--- src/design/m3i_pkg.sv ---
`timescale 1ns / 1ps
// ----------------------------------------------------------------------------
// m3i_pkg
// Shared widths, register codes and transfer types of the 3x3 inverse core.
// ----------------------------------------------------------------------------
package m3i_pkg;

   // element format and matrix shape
   localparam int ELEM_W  = 32;
   localparam int MAT_DIM = 3;
   localparam int ELEM_N  = MAT_DIM * MAT_DIM;
   localparam int TDATA_W = ELEM_N * ELEM_W;

   // exact intermediate widths: cofactor, determinant, divider remainder
   localparam int COF_W = 2 * ELEM_W + 1;
   localparam int DET_W = 3 * ELEM_W + 3;
   localparam int REM_W = DET_W + ELEM_W;

   // divider depth: one stage for the magnitude, one for the range check,
   // then one stage per quotient bit
   localparam int DIV_LAST = ELEM_W + 2;

   // configuration port
   localparam int CSR_ADDR_W = 3;
   localparam int CSR_DATA_W = 32;
   localparam int EPS_W      = 16;
   localparam logic CSR_IDX_EPSILON = 1'b0;
   localparam logic [EPS_W-1:0] EPS_RESET = 16'd1;

   // determinant facts that travel beside the lanes
   typedef struct packed {
      logic             valid;
      logic             sing;
      logic             dneg;
      logic [DET_W-1:0] den;
   } m3i_side_type;

   // what one divider lane hands to the merge stage
   typedef struct packed {
      logic              neg;
      logic              ovf;
      logic [ELEM_W-1:0] quot;
   } m3i_quot_type;

endpackage

--- src/design/m3i_merge.sv ---
`timescale 1ns / 1ps
// ----------------------------------------------------------------------------
// m3i_merge
// Saturates the nine lane quotients, swaps in the identity for a singular
// matrix and holds the result transaction.
// ----------------------------------------------------------------------------
module m3i_merge #(
   parameter int FRAC_BITS = 16
) (
   input  logic                          clock,
   input  logic                          reset,
   input  logic                          en,
   input  m3i_pkg::m3i_quot_type         quot_i [m3i_pkg::ELEM_N],
   input  logic                          sing_i,
   input  logic                          valid_i,
   output logic                          out_valid,
   output logic [m3i_pkg::TDATA_W-1:0]   out_data,
   output logic                          out_sing
);

   localparam int W = m3i_pkg::ELEM_W;
   localparam int N = m3i_pkg::ELEM_N;
   localparam logic [W-1:0] HALF = W'(1) << (W - 1);
   localparam logic [W-1:0] ONE  = W'(1) << FRAC_BITS;

   logic [W-1:0]   elem_in [N];
   logic           valid_ff;
   logic [m3i_pkg::TDATA_W-1:0] data_ff;
   logic           sing_ff;

   // clamp each quotient to the signed element range, or give the identity when singular
   always_comb begin
      for (int i = 0; i < N; i++) begin
         if (sing_i) begin
            elem_in[i] = ((i % 4) == 0) ? ONE : '0;
         end else if (quot_i[i].neg) begin
            if (quot_i[i].ovf || (quot_i[i].quot > HALF)) begin
               elem_in[i] = HALF;
            end else begin
               elem_in[i] = W'(-quot_i[i].quot);
            end
         end else if (quot_i[i].ovf || quot_i[i].quot[W-1]) begin
            elem_in[i] = HALF - W'(1);
         end else begin
            elem_in[i] = quot_i[i].quot;
         end
      end
   end

   always_ff @(posedge clock) begin
      if (reset) begin
         valid_ff <= 1'b0;
      end else if (en) begin
         valid_ff <= valid_i;
      end
   end

   // hold the result while the sink stalls
   always_ff @(posedge clock) begin
      if (en) begin
         sing_ff <= sing_i;
         for (int i = 0; i < N; i++) begin
            data_ff[i*W +: W] <= elem_in[i];
         end
      end
   end

   assign out_valid = valid_ff;
   assign out_data  = data_ff;
   assign out_sing  = sing_ff;

endmodule

--- config.mk ---
export PLATFORM = sky130hd
export DESIGN_NAME = m3i_merge
export DESIGN_NICKNAME = d
export VERILOG_FILES = /design/src/design/m3i_pkg.sv /design/src/design/m3i_merge.sv
export SDC_FILE = /design/constraint.sdc
export NUM_CORES = 1
export LEC_CHECK = 0
export ABC_AREA = 0
export BUFFER_PORTS_ARGS = -buffer_cell sky130_fd_sc_hd__buf_2
export CORE_AREA = 2 2 257 259
export DETAILED_ROUTE_END_ITERATION = 12
export DIE_AREA = 0 0 259 261
export GPL_ROUTABILITY_DRIVEN = 0
export PLACE_DENSITY = 0.51
export SKIP_LAST_GASP = 1
export SYNTH_ARGS = -nofsm -noshare
export SYNTH_HDL_FRONTEND = slang
export SYNTH_SLANG_ARGS = --single-unit
--- constraint.sdc ---
create_clock -name clock -period 4 [get_ports clock]
set_clock_uncertainty 0.05 [all_clocks]
set_input_delay 0.8 -clock clock [delete_from_list [all_inputs] [get_ports clock]]
set_output_delay 0.8 -clock clock [all_outputs]
set_load 0.01 [all_outputs]
==> results.toml <==
[synth]
yosysWarnings = 0
postSynthAreaPerCell_um2 = 9.042
ys.flop_type = "edfxtp_1"
synth_nets = 2448
ys_seq_elements = 290
yosysUniqueCellTypes = 84
async_flop_share_pct = 0
synthCells = 2128
synth_edf_count = 289
seq_area_frac_synth_pct = 45.20
netlist_area_um2 = 19240

[power]
swShare_pct = 29.23
comb_power_share_pct = 18.3
leakagePower_nw = 8.945
power_density_nw_per_um2 = 352.8
p_seq_share_pct = 43.1
p_switching_w = 0.002530
clkPwrFrac_pct = 38.6
max-vdd-ir-drop_uv = 250.0
p_int_w = 0.006125

[worst_setup_path]
crit_type = "input pin to register"
slowest_delay_ps = 600
startpoint = "quot_i[35]"
crit_buf_inv = 3
required_ps = 4310
critPathMaxFanout = 11
crit_chain = "buf_2 > inv_1 > ha_1 > or4b_1 > nor4_1 > a41o_1 > o21ai_1 > buf_4 > a311oi_1"
worst_path_dominant_cell_family = "simple AND/OR/NAND/NOR gates"
cp-start-kind = "input pin"
crit_arrival_ps = 3400
crit_path_end_kind = "register"
r2r-start = "out_valid"
slowest_stage = "or4b_1"

[run_status]
status = "completed"

[grt]
grt_pass1_vias = 19190
grt_pass1_wl_um = 116900
antenna_found_initial = 27
grt_overflow = 0
grt_usage_pct = 21.98
grt_max_degree = 89

[final_layout]
drive_gt1_share_pct = 28.47
stdcell_count = 3593
num-nets-final = 3006
fillers = 6663
utilization_pct = 37.72
area_growth_pct = 27.51

[route]
drc_errors = 0
viasPerCell = 5.780
via_count = 20770
drtAntennaViolNets = 0
drt-initial-drc-count = 1844
wire_per_inst_um = 21.88
first_pass_iters = 8
wirelength_um = 78620

[clocking]
cts_hold_buffers = 0
cts.htree.levels = 2
tritoncts = "built"
cts.sinks = 290
clockBufferDepth = 3
clock_latency_ps = 550
cts_resized = 0
postCtsSetupBuffers = 0
cts.reportedPaths.clkPinSlew_ps = 60
root_buffer = "clkbuf_16"
cts_buffers = 39

[timing]
finalHoldViolCount = 0
slew_headroom_pct = 20.32
post-route-period-util_pct = 77.31
rsz0062_at_grt = "no"
setup_viol = 0
finalCriticalPeriod_ps = 3092
max_slew.worst_pin.slew_ps = 1195
max_freq_ghz = 0.3234
holdWs_ps = 353.1
finalSetupTns_ps = 0
finalMaxSlewViolations = 0

[worst_hold_path]
min_path_type = "input pin to register"
hold_path_startpoint = "reset"

[die]
ios = 601
core_region_area_um2 = 65040
start_util_pct = 29.59
placementRows = 94
dieArea_um2 = 67600
die_x_um = 259
die-height_um = 261

[flow_run]
drv_cap = 0

[place]
dp_hpwl_um = 59020
portBuffers = 600
placed_cells = 3509
==> cells in the final DEF (no fill, tap or decap), types with 9 or more instances in the layout <==
cell	instances
clkbuf_1	9
nand2b_1	23
nor3_1	112
nor2_1	229
o311ai_0	10
o211ai_1	11
a21oi_1	193
clkbuf_16	41
inv_1	57
a21o_1	10
o41ai_1	11
nand3b_1	9
clkinv_1	12
edfxtp_1	289
buf_2	598
nand4b_1	12
nand2_1	175
nand3_1	88
nand4_1	59
and2_1	10
or4_1	34
o21ai_0	58
a311oi_1	93
buf_4	61
o31ai_1	16
nor4_1	84
or3_1	47
a211oi_1	40
o22ai_1	41
mux2i_1	18
or2_2	17
a31oi_1	48
diode_2	17
ha_1	9
==> metal layers <==
layer	GRT usage [%]	wire length, um	vias to the layer above
met1	27.16	30960	9964
met4	7.241	2376	22
met3	6.281	7495	156
met2	36.88	37660	1011
met5	0	130	-
li1	-	-	9614
==> metrics by stage <==
stage / total power, W / setup slack (ps) / instance area (um^2)
floorplan: 0.004487 / 978.6 / 19240
global placement: 0.005361 / 571.7 / 23330
detailed placement: 0.005377 / 379.8 / 23330
CTS: 0.008761 / 976.5 / 24490
global route: 0.009041 / 783.0 / 24520
finish: 0.008655 / 907.6 / 24540
==> power groups by stage <==
stage	Sequential (W)	Combinational [W]	Clock, W
floorplan	0.00392	0.000562	0
global placement	0.00380	0.00156	0
detailed placement	0.00380	0.00158	0
CTS	0.00374	0.00159	0.00344
global route	0.00376	0.00173	0.00355
finish	0.00373	0.00158	0.00334
==> cells in the mapped netlist (all sizes together) (8+ instances only) <==
cell	instances	share of area, %
a211oi	40	1.6
a21o	10	0.39
a21oi	193	5.0
a311oi	93	4.2
a31oi	48	1.6
and2	12	0.39
and4	8	0.36
buf	26	0.68
clkbuf	123	2.4
edfxtp	289	45
ha	9	0.59
inv	57	1.1
mux2i	18	0.94
nand2	175	3.4
nand2b	23	0.75
nand3	88	2.3
nand3b	9	0.35
nand4	60	2.0
nand4b	12	0.55
nor2	229	4.5
nor3	113	3.0
nor4	94	3.4
nor4b	11	0.60
o211a	8	0.42
o211ai	11	0.43
o21a	8	0.31
o21ai	63	1.7
o22ai	41	1.3
o311ai	10	0.46
o31ai	17	0.69
o41ai	11	0.50
or2	19	0.62
or3	47	1.5
or4	37	1.5
or4b	9	0.47
==> registers in the layout (all words and copies together) (netlist names) <==
| signal | flops |
|---|---|
| out_data | 288 |
| out_sing | 1 |
| out_valid | 1 |
==> final cells by class <==
| class | count | area [um^2] | area share [%] |
|---|---|---|---|
| multi-input cells | 1629 | 9737 | 39.68 |
| flip-flops and latches | 290 | 8698 | 35.45 |
| repair buffers | 666 | 3586 | 14.62 |
| well taps | 864 | 1081 | 4.406 |
| clock buffers | 50 | 1060 | 4.319 |
| inverters | 60 | 225.2 | 0.9179 |
| clock inverters | 17 | 106.4 | 0.4335 |
| diodes | 17 | 42.54 | 0.1734 |
==> cell families (layout without fill, tap and decap cells) <==
logic type / Yosys count / count (layout) / share of synthesized area [%]
AO/OA/AOI/OAI: 616 / 616 / 21.57
adder cells (fa/ha/maj): 9 / 9 / 0.5852
buffers and inverters: 209 / 793 / 4.259
AND/OR/NAND/NOR: 973 / 973 / 26.81
multiplexers: 21 / 21 / 1.112
flip-flops: 290 / 290 / 45.20
XOR/XNOR: 10 / 10 / 0.4552
other: 0 / 17 / 0
==> worst paths after layout <==
path / endpoint / slack, ps / depth (start not counted)
max: out_data[227] / 910 / 9
min: out_valid / 350 / 2
min reg2reg: out_valid / 450 / 2
max reg2reg: out_valid / 3370 / 2
(Power assumes the default switching activity.)
